`src/sv/rme_pkg.sv`:
```
// Shared constants, types and tables for the rotation matrix to Euler angle unit.
package rme_pkg;

  localparam int MFB      = 14;
  localparam int AFB      = 12;
  localparam int IN_W     = 16;
  localparam int OUT_W    = 16;
  localparam int TOL_W    = 15;
  localparam int V_W      = 2 * MFB + 1;
  localparam int ROOT_W   = MFB + 1;
  localparam int XY_W     = 36;
  localparam int Z_W      = 36;
  localparam int GUARD_SH = 16;
  localparam int ROUND_SH = 30 - AFB;
  localparam int ANG_W    = Z_W - ROUND_SH + 1;
  localparam int SUM_W    = ANG_W + 2;
  localparam int NLANE    = 5;

  localparam logic [TOL_W-1:0] TOL_RESET = 15'd16;

  // CORDIC lane assignment.
  localparam int LANE_X1   = 0;
  localparam int LANE_Z1   = 1;
  localparam int LANE_X2   = 2;
  localparam int LANE_Z2   = 3;
  localparam int LANE_ASIN = 4;

  localparam longint Q30_PI      = 64'sd3373259426;
  localparam longint Q30_HALF_PI = 64'sd1686629713;
  localparam longint ONE_SQ      = 64'sd1 << (2 * MFB);

  localparam logic signed [IN_W-1:0] ONE  = IN_W'(64'sd1 << MFB);
  localparam logic signed [Z_W-1:0]  PI_Z = Z_W'(Q30_PI);
  localparam logic signed [OUT_W-1:0] HALF_PI_ANGLE =
    OUT_W'((Q30_HALF_PI + (64'sd1 << (ROUND_SH - 1))) >>> ROUND_SH);

  localparam longint ATAN_TABLE [32] = '{
    843314856, 497837829, 263043836, 133525158,
    67021686, 33543515, 16775850, 8388437,
    4194282, 2097149, 1048575, 524287,
    262143, 131071, 65535, 32767,
    16383, 8191, 4095, 2047,
    1023, 511, 255, 127,
    63, 31, 15, 8,
    4, 2, 1, 0
  };

  typedef struct packed {
    logic signed [IN_W-1:0] m11;
    logic signed [IN_W-1:0] m12;
    logic signed [IN_W-1:0] m21;
    logic signed [IN_W-1:0] m23;
    logic signed [IN_W-1:0] m31;
    logic signed [IN_W-1:0] m33;
    logic signed [IN_W-1:0] s;
    logic                   lock_neg;
    logic                   lock_pos;
  } mat_t;

  typedef struct packed {
    logic [V_W-1:0]    rem;
    logic [ROOT_W-1:0] root;
  } sq_t;

  typedef struct packed {
    logic signed [XY_W-1:0] x;
    logic signed [XY_W-1:0] y;
    logic signed [Z_W-1:0]  z;
  } lane_t;

  typedef struct packed {
    lane_t [NLANE-1:0] lane;
    logic              lock_neg;
    logic              lock_pos;
  } cord_t;

endpackage

```
`src/sv/rme_cordic_cell.sv`:
```
// One vectoring CORDIC iteration applied to every lane of the angle datapath.
module rme_cordic_cell #(
  parameter int STAGE = 0
) (
  input  logic           clk_i,
  input  logic           rst_ni,
  input  logic           en_i,
  input  logic           valid_i,
  input  rme_pkg::cord_t cord_i,
  output logic           valid_o,
  output rme_pkg::cord_t cord_o
);
  import rme_pkg::*;

  localparam logic signed [Z_W-1:0] ATAN_Z = Z_W'(ATAN_TABLE[STAGE]);

  logic  valid_q;
  cord_t cord_q, cord_d;

  always_comb begin
    logic signed [XY_W-1:0] xs;
    logic signed [XY_W-1:0] ys;
    cord_d = cord_i;
    for (int l = 0; l < NLANE; l++) begin
      xs = cord_i.lane[l].x >>> STAGE;
      ys = cord_i.lane[l].y >>> STAGE;
      if (cord_i.lane[l].y > 0) begin
        cord_d.lane[l].x = cord_i.lane[l].x + ys;
        cord_d.lane[l].y = cord_i.lane[l].y - xs;
        cord_d.lane[l].z = cord_i.lane[l].z + ATAN_Z;
      end else if (cord_i.lane[l].y < 0) begin
        cord_d.lane[l].x = cord_i.lane[l].x - ys;
        cord_d.lane[l].y = cord_i.lane[l].y + xs;
        cord_d.lane[l].z = cord_i.lane[l].z - ATAN_Z;
      end
    end
  end

  always_ff @(posedge clk_i or negedge rst_ni) begin
    if (!rst_ni) begin
      valid_q <= 1'b0;
    end else if (en_i) begin
      valid_q <= valid_i;
    end
  end

  always_ff @(posedge clk_i) begin
    if (en_i) begin
      cord_q <= cord_d;
    end
  end

  assign valid_o = valid_q;
  assign cord_o  = cord_q;
endmodule

```
`config.mk`:
```
export PLATFORM = sky130hd
export DESIGN_NAME = rme_cordic_cell
export DESIGN_NICKNAME = d
export VERILOG_FILES = /design/src/sv/rme_pkg.sv /design/src/sv/rme_cordic_cell.sv
export SDC_FILE = /design/constraint.sdc
export NUM_CORES = 2
export LEC_CHECK = 0
export BUFFER_PORTS_ARGS = -buffer_cell sky130_fd_sc_hd__buf_2
export CAP_MARGIN = 20
export CORE_AREA = 2 2 420 422
export DETAILED_ROUTE_END_ITERATION = 6
export DIE_AREA = 0 0 422 424
export GPL_TIMING_DRIVEN = 0
export HOLD_SLACK_MARGIN = 0.15
export SETUP_SLACK_MARGIN = 0.2
export SLEW_MARGIN = 20
export SYNTH_ARGS = -nofsm -noshare
export SYNTH_HDL_FRONTEND = slang
export SYNTH_SLANG_ARGS = --single-unit
```
`constraint.sdc`:
```
create_clock -name clk_i -period 0.8 [get_ports clk_i]
set_input_delay 0.04 -clock clk_i [delete_from_list [all_inputs] [get_ports clk_i]]
set_output_delay 0.04 -clock clk_i [all_outputs]
set_load 0.05 [all_outputs]
```
==> results_tabular.tex <==
\begin{tabular}{lr}
\hline
Metric & Value \\
\hline
\multicolumn{2}{l}{\textbf{Yosys}} \\
Ranking of synthesized cells by instance count & a21oi\_1, nor2\_1, ha\_1 \\
Largest family of logic cells by synthesized area & compound AO/OA/AOI/OAI gates \\
Syn. warnings & 0 \\
Number of register bits inferred by synthesis & 543 \\
Basic-gate share of the synthesized area counting and, or, nand and nor cells & 16.0\% \\
Top cell type by total area after synthesis & edfxtp\_1 \\
Cells after synthesis & 6,964 \\
Area fraction in compound gates after synthesis & a little over 30\% \\
Synth area leaders & edfxtp\_1, ha\_1, a21oi\_1 \\
Synthesized cell area & about 56,000 um\^{}2 \\
Xor/xnor cell area share of the yosys netlist & $\sim$4.2\% \\
Post-Syn Nets & 8,080 \\
Post-Syn Area per Cell & 8.06 um\^{}2 \\
Most repeated cell in the gate-level netlist after synthesis & a21oi\_1 \\
Yosys top cell area share & 29.0\% \\
Synth Area in Adders & between 10 and 15\% \\
Number of enable-type register cells in the synthesized netlist & 542 \\
Async set-reset flop share out of synthesis & 0.184\% \\
Proportion of synthesized area in mux cells & less than 1\% \\
Unique masters post-synth & 100 \\
Top flip-flop cell by instance count after synthesis & edfxtp\_1 \\
Sequential area share after synthesis & 29.0\% \\
\multicolumn{2}{l}{\textbf{Timing}} \\
Worst slack on hold paths & -0.389 ns \\
Final critical-path share of the clock period & 340\% \\
Final Skew & 0 ns \\
Total count of hold-check failures in the final report & 141 \\
Setup Viol. Count Final & 1,378 \\
Worst Max-Slew Pin Slew & $\sim$1.3 ns \\
Crit path time final & 2.72 ns \\
Max-slew violation count & 0 \\
RSZ-0062 raised after global routing & yes \\
Fmax & 367 MHz \\
Setup slack after layout & -1.92 ns \\
Relative slew slack & 14.2\% \\
\multicolumn{2}{l}{\textbf{Critical path}} \\
Crit path capture type & flip-flop \\
Worst EP arrival & between 3 and 4 ns \\
Startpoint types & input port \\
Origin of the critical flop-to-flop path & valid\_o\$\_DFFE\_PN0P\_ \\
Start-to-end type of the worst setup path & input port to flip-flop \\
Maximum fanout along the worst path & 4 \\
Data required time at the worst endpoint & 1.36 ns \\
Source of the critical timing path & cord\_i[182] \\
\multicolumn{2}{l}{\textbf{Routing}} \\
Detailed router's first-iteration violation count & 6,984 \\
Routed len/inst & 29.0 um \\
Antenna violation net count after detailed routing & 0 \\
Residual DRC & 0 \\
Vias after detailed routing & slightly below 70,000 \\
Vias per cell & 5.97 \\
Router iterations before antenna repair & 6 \\
Total Routed Length & 337 mm \\
\multicolumn{2}{l}{\textbf{Worst hold path}} \\
Class of the tightest hold or removal check & input port to flip-flop \\
HP Start & cord\_i[331] \\
\multicolumn{2}{l}{\textbf{Outcome}} \\
Violated checks & hold timing, setup timing \\
Run status & finished with violations \\
\multicolumn{2}{l}{\textbf{Die}} \\
Count of pins on the block boundary & about 1,100 \\
DIE AREA & 179,000 um\^{}2 \\
Effective utilization at floorplan & 32.1\% \\
Area of the placeable core & 175,000 um\^{}2 \\
Site Rows & 154 \\
Floorplan die width & 422 um \\
Die extent in y & 424 um \\
\multicolumn{2}{l}{\textbf{Placement}} \\
Placer's final routability congestion estimate & around 1.0 \\
Port-buffer cells & 1,064 \\
Post-Place Cells & 10,400 \\
Detailed-placement wirelength estimate & roughly 250 mm \\
\multicolumn{2}{l}{\textbf{Power}} \\
Leakage power & roughly 38 nW \\
Worst supply voltage drop on vdd & 1740 uV \\
PD cells & 1660 nW/um\^{}2 \\
\multicolumn{2}{l}{\textbf{Global routing}} \\
Global routing's busiest layer & met2 \\
GRT overflow & 0 \\
Via count of the first global-routing pass & 65,300 \\
Number of antenna violations at the first check in global routing & 111 \\
Global routing met1 resource utilization & 42.3\% \\
Met2 track utilization from global routing & 55.2\% \\
Overall Global Routing Usage & 35.1\% \\
Global-route wire length before repair & 464 mm \\
Largest net degree at the start of global routing & 105 \\
Met3 Use GR & 6.48\% \\
\multicolumn{2}{l}{\textbf{Cells and area}} \\
NumNets Final & 10,300 \\
Final std cells w/o fill & 11,600 \\
Number of fill cells in the layout & 16,300 \\
Layout Area Growth over Synthesis & 61.4\% \\
Fraction of final layout cells sized beyond drive strength 1 & between 40\% and 50\% \\
Post-route core utilization & 51.8\% \\
\multicolumn{2}{l}{\textbf{Clock network}} \\
Clock-pin slew on the worst setup and hold paths & 0.06 ns \\
Deepest clock path buffer count & 3 \\
Clock buffers created by TritonCTS & 76 \\
TritonCTS sink count & 543 \\
Root buf cell & clkbuf\_16 \\
Clock latency at the later pin of the worst-skew pair & 0.72 ns \\
Clock tree from TritonCTS & yes \\
Number of H-tree levels & 3 \\
\multicolumn{2}{l}{\textbf{Job}} \\
Number of maximum-capacitance violations & 0 \\
\hline
\end{tabular}
## per-layer routing
| metal | wire, um | part of all wire (%) |
|---|---|---|
| met1 | 128000 | 38 |
| met2 | 151000 | 45 |
| met3 | 27200 | 8.1 |
| met4 | 30300 | 9.0 |
| met5 | 152 | 0.045 |
## report_power, final
part           internal (mW)  switching, mW  total (mW)
sequential              36.3           1.53        37.8
combinational           26.8           49.8        76.6
clock                   20.7           15.6        36.3
total                   83.8           66.9         151
## registers in the layout (all words and copies together) (netlist names)
name     cells
valid_o      1
cord_o     542
## logic make-up (layout without fill, tap and decap cells)
| family | count (synthesis) | after routing |
|---|---|---|
| fa+ha+maj | 570 | 570 |
| xor+xnor | 268 | 268 |
| flops | 543 | 543 |
| other cells | 0 | 66 |
| simple gates | 1915 | 1915 |
| buf+inv | 985 | 3216 |
| compound gates | 2639 | 2639 |
| mux | 44 | 44 |
## final cells by class
cell class | count | area [um^2] | area share (%)
clock buffers | 87 | 1940 | 2.14
clock inverters | 50 | 634 | 0.700
inverters | 572 | 2510 | 2.77
multi-input cells | 5436 | 46600 | 51.4
repair buffers | 2094 | 16000 | 17.7
diodes | 66 | 165 | 0.182
plain buffers | 413 | 3570 | 3.94
flip-flops and latches | 543 | 16300 | 18.0
well taps | 2340 | 2930 | 3.23
## stage by stage
step	power, mW	instance area [um^2]	setup TNS [ns]	hold slack [ns]	setup WS, ns
6_report	151	90600	-1089.11	-0.389	-1.92
5_1_grt	156	90600	-1156.92	-0.401	-2.03
4_1_cts	145	85300	-1045.37	-0.446	-1.89
3_5_place_dp	97.5	69200	-1743.75	-0.180	-3.75
3_3_place_gp	96.2	69000	-6299.29	-0.185	-9.71
2_1_floorplan	77.6	60800	-642.95	-0.256	-2.22
## worst paths after layout
kind | cells past startpoint | slack (ns) | to
min in group asynchronous | 3 | 0.15 | valid_o$_DFFE_PN0P_
hold / removal | 2 | -0.39 | cord_o[331]$_DFFE_PP_
max in group asynchronous | 3 | 0.54 | valid_o$_DFFE_PN0P_
setup / recovery | 16 | -1.92 | cord_o[216]$_DFFE_PP_
setup reg to reg | 1 | 0.05 | valid_o$_DFFE_PN0P_
hold reg to reg | 1 | 0.52 | valid_o$_DFFE_PN0P_
## what timing repair did
item | CTS | global route
endpoints found under the hold margin | 691 | 488
buffers inserted | 467 | 261
hold buffers | 265 | 94
resized for setup | 1534 | 761
setup endpoints to repair | 1393 | 1393
gates cloned | 9 | 1
pin swaps | 548 | 479
## worst max-delay path, stage by stage
cell and delay [ns]:
buf_12 0.09, ha_4 0.12, inv_2 0.04, fa_2 0.41
nor2_4 0.13, o221ai_4 0.15, o2bb2ai_4 0.16, o31a_1 0.37
o22ai_4 0.24, a221oi_4 0.12, o31ai_4 0.36, a31oi_4 0.14
o41ai_2 0.22, buf_4 0.19, mux2_4 0.30, a211oi_2 0.16
## cells in the final DEF, fill, tap and decap left out, types with 68 or more instances in the layout
master	instances
a21o_1	147
edfxtp_1	542
nor2_1	591
o21ai_0	204
nand2_1	390
a21oi_4	68
xor2_1	71
buf_4	573
buf_6	224
o21bai_1	130
clkbuf_2	102
o22ai_1	87
ha_4	91
buf_2	951
a21oi_1	616
o21ai_2	85
ha_1	444
o21ai_1	120
nand2b_1	83
clkbuf_1	123
xnor2_1	174
buf_12	69
dlygate4sd3_1	279
nor3_1	97
clkbuf_16	119
inv_1	447
a21oi_2	203
nand3_1	95
(Power assumes the default switching activity.)
