<file path="src/sv/rme_pkg.sv">
// Shared constants, types and tables for the rotation matrix to Euler angle unit.
package rme_pkg;

  localparam int MFB      = 14;
  localparam int AFB      = 12;
  localparam int IN_W     = 16;
  localparam int OUT_W    = 16;
  localparam int TOL_W    = 15;
  localparam int V_W      = 2 * MFB + 1;
  localparam int ROOT_W   = MFB + 1;
  localparam int XY_W     = 36;
  localparam int Z_W      = 36;
  localparam int GUARD_SH = 16;
  localparam int ROUND_SH = 30 - AFB;
  localparam int ANG_W    = Z_W - ROUND_SH + 1;
  localparam int SUM_W    = ANG_W + 2;
  localparam int NLANE    = 5;

  localparam logic [TOL_W-1:0] TOL_RESET = 15'd16;

  // CORDIC lane assignment.
  localparam int LANE_X1   = 0;
  localparam int LANE_Z1   = 1;
  localparam int LANE_X2   = 2;
  localparam int LANE_Z2   = 3;
  localparam int LANE_ASIN = 4;

  localparam longint Q30_PI      = 64'sd3373259426;
  localparam longint Q30_HALF_PI = 64'sd1686629713;
  localparam longint ONE_SQ      = 64'sd1 << (2 * MFB);

  localparam logic signed [IN_W-1:0] ONE  = IN_W'(64'sd1 << MFB);
  localparam logic signed [Z_W-1:0]  PI_Z = Z_W'(Q30_PI);
  localparam logic signed [OUT_W-1:0] HALF_PI_ANGLE =
    OUT_W'((Q30_HALF_PI + (64'sd1 << (ROUND_SH - 1))) >>> ROUND_SH);

  localparam longint ATAN_TABLE [32] = '{
    843314856, 497837829, 263043836, 133525158,
    67021686, 33543515, 16775850, 8388437,
    4194282, 2097149, 1048575, 524287,
    262143, 131071, 65535, 32767,
    16383, 8191, 4095, 2047,
    1023, 511, 255, 127,
    63, 31, 15, 8,
    4, 2, 1, 0
  };

  typedef struct packed {
    logic signed [IN_W-1:0] m11;
    logic signed [IN_W-1:0] m12;
    logic signed [IN_W-1:0] m21;
    logic signed [IN_W-1:0] m23;
    logic signed [IN_W-1:0] m31;
    logic signed [IN_W-1:0] m33;
    logic signed [IN_W-1:0] s;
    logic                   lock_neg;
    logic                   lock_pos;
  } mat_t;

  typedef struct packed {
    logic [V_W-1:0]    rem;
    logic [ROOT_W-1:0] root;
  } sq_t;

  typedef struct packed {
    logic signed [XY_W-1:0] x;
    logic signed [XY_W-1:0] y;
    logic signed [Z_W-1:0]  z;
  } lane_t;

  typedef struct packed {
    lane_t [NLANE-1:0] lane;
    logic              lock_neg;
    logic              lock_pos;
  } cord_t;

endpackage

</file>
<file path="src/sv/rme_sqrt_cell.sv">
// One bit of a pipelined restoring square root, carrying the matrix beside it.
module rme_sqrt_cell #(
  parameter int BIT = 0
) (
  input  logic          clk_i,
  input  logic          rst_ni,
  input  logic          en_i,
  input  logic          valid_i,
  input  rme_pkg::mat_t mat_i,
  input  rme_pkg::sq_t  sq_i,
  output logic          valid_o,
  output rme_pkg::mat_t mat_o,
  output rme_pkg::sq_t  sq_o
);
  import rme_pkg::*;

  logic  valid_q;
  mat_t  mat_q;
  sq_t   sq_q, sq_d;
  logic [V_W:0] trial;

  // Subtracting (2*root + 2^k) * 2^k keeps rem equal to v - root^2.
  assign trial = ((V_W + 1)'(sq_i.root) << (BIT + 1)) + ((V_W + 1)'(1) << (2 * BIT));

  always_comb begin
    sq_d = sq_i;
    if (trial <= {1'b0, sq_i.rem}) begin
      sq_d.rem  = sq_i.rem - trial[V_W-1:0];
      sq_d.root = sq_i.root | (ROOT_W'(1) << BIT);
    end
  end

  always_ff @(posedge clk_i or negedge rst_ni) begin
    if (!rst_ni) begin
      valid_q <= 1'b0;
    end else if (en_i) begin
      valid_q <= valid_i;
    end
  end

  always_ff @(posedge clk_i) begin
    if (en_i) begin
      mat_q <= mat_i;
      sq_q  <= sq_d;
    end
  end

  assign valid_o = valid_q;
  assign mat_o   = mat_q;
  assign sq_o    = sq_q;
endmodule

</file>
<file path="config.mk">
export PLATFORM = sky130hd
export DESIGN_NAME = rme_sqrt_cell
export DESIGN_NICKNAME = d
export VERILOG_FILES = /design/src/sv/rme_pkg.sv /design/src/sv/rme_sqrt_cell.sv
export SDC_FILE = /design/constraint.sdc
export NUM_CORES = 1
export LEC_CHECK = 0
export BUFFER_PORTS_ARGS = -buffer_cell sky130_fd_sc_hd__buf_2
export CORE_MARGIN = 2
export CORE_UTILIZATION = 28
export DETAILED_ROUTE_END_ITERATION = 10
export PLACE_DENSITY = 0.66
export SKIP_LAST_GASP = 1
export SLEW_MARGIN = 5
export SYNTH_ARGS = -nofsm -noshare
export SYNTH_HDL_FRONTEND = slang
export SYNTH_SLANG_ARGS = --single-unit
</file>
<file path="constraint.sdc">
create_clock -name clk_i -period 1 [get_ports clk_i]
set_clock_uncertainty 0.05 [all_clocks]
set_input_delay 0.2 -clock clk_i [delete_from_list [all_inputs] [get_ports clk_i]]
set_output_delay 0.2 -clock clk_i [all_outputs]
set_load 0.02 [all_outputs]
</file>
==> results.json, run 1 <==
{
  "syn_to_final_growth_pct": 96.5,
  "whs_ns": 0.0690,
  "power_mw": 19.0,
  "seq_area_sq_um": 4770,
  "min_path_type": "in -> async",
  "final_common_cell": "buf_2",
  "antenna_found_initial": 1,
  "io_buffers": 320,
  "worstMarginPinSlew_ns": 0.275,
  "drt-vias-per-instance": 4.38,
  "synth-seq-cells": 159,
  "finalWorstSetupSlack_ns": -1.00,
  "ys.flop_type": "edfxtp_1",
  "rsz0062_at_grt": "yes",
  "place.gp.congestion": 0.864,
  "synth.distinct_cells": 50,
  "max-cap-violations": 0,
  "peakVddDrop_uv": 798,
  "path_class": "in -> reg",
  "design.core.area_sq_um": 21800,
  "ys_seq_area_share_pct": 77.2,
  "nNetsFinal": 1104,
  "die_area_sq_um": 23300,
  "grt-ovfl-total": 0,
  "dpl.hpwl_um": 14800,
  "synth.net_count": 533,
  "drive_gt1_share_pct": 57.9,
  "syn_area_per_cell_sq_um": 17.5,
  "rows": 54,
  "start_util_pct": 28.4,
  "fin_crit_sh_pct": 200,
  "violations": "setup timing",
  "power_density_nw_per_um2": 1570,
  "synth-edff-count": 158,
  "fin_util_pct": 55.8,
  "track_usage_pct": 17.6,
  "cp.required_ns": 1.12,
  "die_w_um": 153,
  "async_flop_share_pct": 0.629,
  "tritoncts": "yes",
  "relSlewSlack_pct": 81.5,
  "via_count": 5337,
  "final_hold_viol_count": 0,
  "routed_wl_um": 21500,
  "cts_root_buf": "clkbuf_16",
  "final_cell_mix": "buf_2, edfxtp_1, buf_6",
  "clockBufferDepth": 2,
  "status": "finished, violations left",
  "slew_viol_final": 0,
  "critPathLaunchType": "input port",
  "grt_pass1_vias": 5713,
  "synthCells": 354,
  "die_height_um": 153,
  "fill_cells": 1695,
  "drc_errors": 0,
  "power.leakage_nw": 5.14,
  "drt_iter0_markers": 249,
  "setup_violations": 189,
  "cts_buffers": 17,
  "finalCriticalPeriod_ns": 2.00,
  "ioPinCount": 321,
  "preCtsSetupSlack_ns": -1.53,
  "cts_sinks": 159,
  "arrival_ns": 2.13,
  "wl_per_cell_um": 17.7,
  "insertion_delay_ns": 0.42,
  "ys_warn_count": 0,
  "grt_first_pass_wirelength_um": 31500,
  "multi_input_area_sq_um": 1710,
  "critPathCaptureType": "flop",
  "max_clock_freq_mhz": 499,
  "htreeDepth": 4,
  "critical_path.max_fanout": 10,
  "drtAntennaViolNets": 0,
  "first_pass_iters": 7,
  "grt_max_degree": 45,
  "syn_area_sq_um": 6180,
  "path_clk_slew_ns": 0.07
}
==> synthesized netlist by cell type, types with 4 or more instances <==
| cell type | n | area share (%) |
|---|---|---|
| a21oi_2 | 9 | 1.3 |
| nor2_1 | 19 | 1.2 |
| xor2_1 | 4 | 0.57 |
| a21oi_1 | 14 | 1.1 |
| inv_1 | 21 | 1.3 |
| ha_1 | 16 | 3.2 |
| nor3_1 | 9 | 0.73 |
| nand2_1 | 6 | 0.36 |
| xnor2_1 | 21 | 3.0 |
| edfxtp_1 | 158 | 77 |
| mux2_4 | 5 | 1.2 |
| nand3_1 | 14 | 1.1 |
| o21ai_0 | 4 | 0.32 |
| a21o_1 | 4 | 0.49 |
==> registers in the layout, summed over array words and instances (netlist names) <==
register / count
mat_o: 114
sq_o: 44
valid_o: 1
==> final timing paths <==
check                                         start                  end  slack, ns  depth (start not counted)
min in group clk_i                         sq_i[11]   sq_o[11]$_DFFE_PP_       0.07                          2
worst max-delay path                       sq_i[38]   sq_o[22]$_DFFE_PP_      -1.00                          8
worst min-delay path                         rst_ni  valid_o$_DFFE_PN0P_       0.07                          2
worst min register to register  valid_o$_DFFE_PN0P_  valid_o$_DFFE_PN0P_       0.59                          2
max in group asynchronous                    rst_ni  valid_o$_DFFE_PN0P_       0.74                          2
worst max register to register  valid_o$_DFFE_PN0P_  valid_o$_DFFE_PN0P_       0.06                          2
==> metrics by stage <==
stage / setup TNS (ns) / std cells / instance area (sq um)
CTS: -64.83 / 1218 / 11600
global placement: -43.53 / 1043 / 8990
finish: -61.49 / 1219 / 12100
detailed placement: -44.34 / 1043 / 8990
global route: -69.26 / 1218 / 12100
floorplan: -34.27 / 354 / 6310
==> worst max-delay path, cell delays in order <==
cell and delay, ns:
buf_6 0.09, or3_4 0.37, or3_4 0.35, nor4_4 0.27, and4_4 0.32, nand2_4 0.08
buf_12 0.15, mux2_4 0.30
==> report_power, final <==
group | internal, mW | switching [mW] | total [mW]
clock network | 3.36 | 3.11 | 6.47
logic | 2.27 | 2.00 | 4.28
registers | 8.02 | 0.272 | 8.29
total | 13.7 | 5.39 | 19.0
==> cell type report <==
class | count | area share, %
diodes | 1 | 0.0206
clock buffers | 17 | 3.50
clock inverters | 15 | 1.37
inverters | 22 | 0.742
multi-input cells | 167 | 14.1
flip-flops and latches | 159 | 39.3
well taps | 280 | 2.88
repair buffers | 558 | 38.1
==> kinds of logic after synthesis <==
family,Yosys count,share of synthesized area [%]
flops,159,77.2
fa+ha+maj,17,3.56
buf+inv,28,2.02
mux,6,1.40
compound gates,55,6.62
simple gates,63,5.44
xor+xnor,26,3.80
==> metal layers <==
metal | wire length [um] | GRT usage, %
met5 | 0 | 0
met4 | 497 | 5.60
met3 | 1270 | 4.15
met2 | 11800 | 32.8
met1 | 8000 | 19.6
==> what timing repair did <==
| item | 4_1_cts | 5_1_grt |
|---|---|---|
| gates resized for setup | 183 | 129 |
| endpoints found under the hold margin | 129 | 0 |
| endpoints found under the setup margin | 189 | 189 |
| setup buffers | 15 | 1 |
| hold buffers | 129 | 0 |
| cloned | 0 | 0 |
| pin swaps | 22 | 10 |
Power figures use the tool's default switching activity.
==> run 2: changes to the inputs <==
SKIP_LAST_GASP = default   (was 1)
==> run 2 against run 1 <==
Against the previous run: the run still ends with setup timing left; global-route usage is essentially flat; final cell count unchanged; cell area rose by 0.52%; utilization is 0.29 points higher; critical path type unchanged; largest cell class unchanged; highest routed layer unchanged.
==> results.json, run 2 (same netlist as run 1, synthesis figures left out) <==
{
  "fin_crit_sh_pct": 202,
  "htreeDepth": 4,
  "max-cap-violations": 0,
  "peakVddDrop_uv": 800,
  "grt_first_pass_wirelength_um": 31600,
  "final_cell_mix": "buf_2, edfxtp_1, buf_6",
  "critPathLaunchType": "input port",
  "io_buffers": 320,
  "largest_register_ffs": 114,
  "start_util_pct": 28.4,
  "drt-vias-per-instance": 4.40,
  "insertion_delay_ns": 0.42,
  "arrival_ns": 2.15,
  "die_w_um": 153,
  "crit_chain": "buf_6 > or3_4 > or3_4 > nor4_4 > and4_4 > nand2_4 > buf_12 > mux2_4",
  "clockBufferDepth": 2,
  "rsz0062_at_grt": "yes",
  "dpl.hpwl_um": 14800,
  "final_hold_viol_count": 0,
  "max_clock_freq_mhz": 495,
  "final_common_cell": "buf_2",
  "via_count": 5367,
  "drtAntennaViolNets": 0,
  "critPathCaptureType": "flop",
  "path_class": "in -> reg",
  "finalCriticalPeriod_ns": 2.02,
  "die_area_sq_um": 23300,
  "grt_pass1_vias": 5726,
  "status": "finished, violations left",
  "worstMarginPinSlew_ns": 0.283,
  "critPathMaxStageDelay_ns": 0.37,
  "slew_viol_final": 0,
  "power_density_nw_per_um2": 1560,
  "routed_wl_um": 21800,
  "critical_path.max_fanout": 10,
  "path_clk_slew_ns": 0.07,
  "power.leakage_nw": 5.15,
  "fin_util_pct": 56.1,
  "grt-ovfl-total": 0,
  "die_height_um": 153,
  "drive_gt1_share_pct": 58.3,
  "path_common_cell": "or3_4",
  "slowest_stage": "or3_4",
  "track_usage_pct": 17.6,
  "nNetsFinal": 1104,
  "path_buf_inv": 2,
  "syn_to_final_growth_pct": 97.5,
  "finalWorstSetupSlack_ns": -1.02,
  "crit_family": "simple AND/OR/NAND/NOR gates",
  "setup_violations": 189,
  "preCtsSetupSlack_ns": -1.53,
  "rows": 54,
  "antenna_found_initial": 1,
  "tritoncts": "yes",
  "grt_max_degree": 45,
  "cts_root_buf": "clkbuf_16",
  "design.core.area_sq_um": 21800,
  "violations": "setup timing",
  "drc_errors": 0,
  "first_pass_iters": 5,
  "wl_per_cell_um": 17.9,
  "drt_iter0_markers": 235,
  "min_path_type": "in -> async",
  "place.gp.congestion": 0.864,
  "cts_buffers": 17,
  "cp.required_ns": 1.12,
  "relSlewSlack_pct": 80.9,
  "cts_sinks": 159,
  "ioPinCount": 321
}
[run 2: cell type report]
type,instances,area [sq um]
Fill cell,1694,9550
Multi-Input combinational cell,167,1760
Timing Repair Buffer,558,4640
Sequential cell,159,4770
Tap cell,280,350
Antenna cell,1,2.50
Clock inverter,15,166
Inverter,22,90.1
Clock buffer,17,425
[run 2: path summary, 6_finish.rpt]
check	startpoint	to	slack, ns	cells after the start
hold / removal	rst_ni	valid_o$_DFFE_PN0P_	0.07	2
max in group asynchronous	rst_ni	valid_o$_DFFE_PN0P_	0.74	2
min in group clk_i	sq_i[11]	sq_o[11]$_DFFE_PP_	0.08	2
setup reg to reg	valid_o$_DFFE_PN0P_	valid_o$_DFFE_PN0P_	0.06	2
setup / recovery	sq_i[38]	sq_o[22]$_DFFE_PP_	-1.02	8
hold reg to reg	valid_o$_DFFE_PN0P_	valid_o$_DFFE_PN0P_	0.59	2
[run 2: what timing repair did]
item	CTS	global route
hold endpoints to repair	129	0
setup buffers	15	1
gates resized for setup	194	129
hold buffers	129	0
pin swaps	22	12
endpoints found under the setup margin	189	189
[run 2: power breakdown]
| group | switching [mW] | internal [mW] | total (mW) |
|---|---|---|---|
| sequential | 0.272 | 8.02 | 8.29 |
| clock | 3.11 | 3.36 | 6.48 |
| combinational | 2.01 | 2.29 | 4.30 |
[run 2: metal layers]
metal,track usage (%),up-vias,share of wire (%)
met4,5.60,0,2.3
met1,19.8,2600,37
li1,-,2503,-
met5,0,-,0
met3,4.07,35,5.8
met2,32.9,229,55
[run 2: metrics by stage]
stage / cell area [sq um] / total power [mW] / setup TNS, ns / std cells / hold slack, ns
2_1_floorplan: 6310 / 9.78 / -34.27 / 354 / -0.146
3_3_place_gp: 8990 / 11.3 / -43.53 / 1043 / -0.0708
3_5_place_dp: 8990 / 11.4 / -44.34 / 1043 / -0.0718
4_1_cts: 11700 / 18.9 / -64.71 / 1218 / 0.00414
5_1_grt: 12200 / 19.8 / -70.42 / 1218 / 0.0451
6_report: 12200 / 19.1 / -61.91 / 1219 / 0.0725
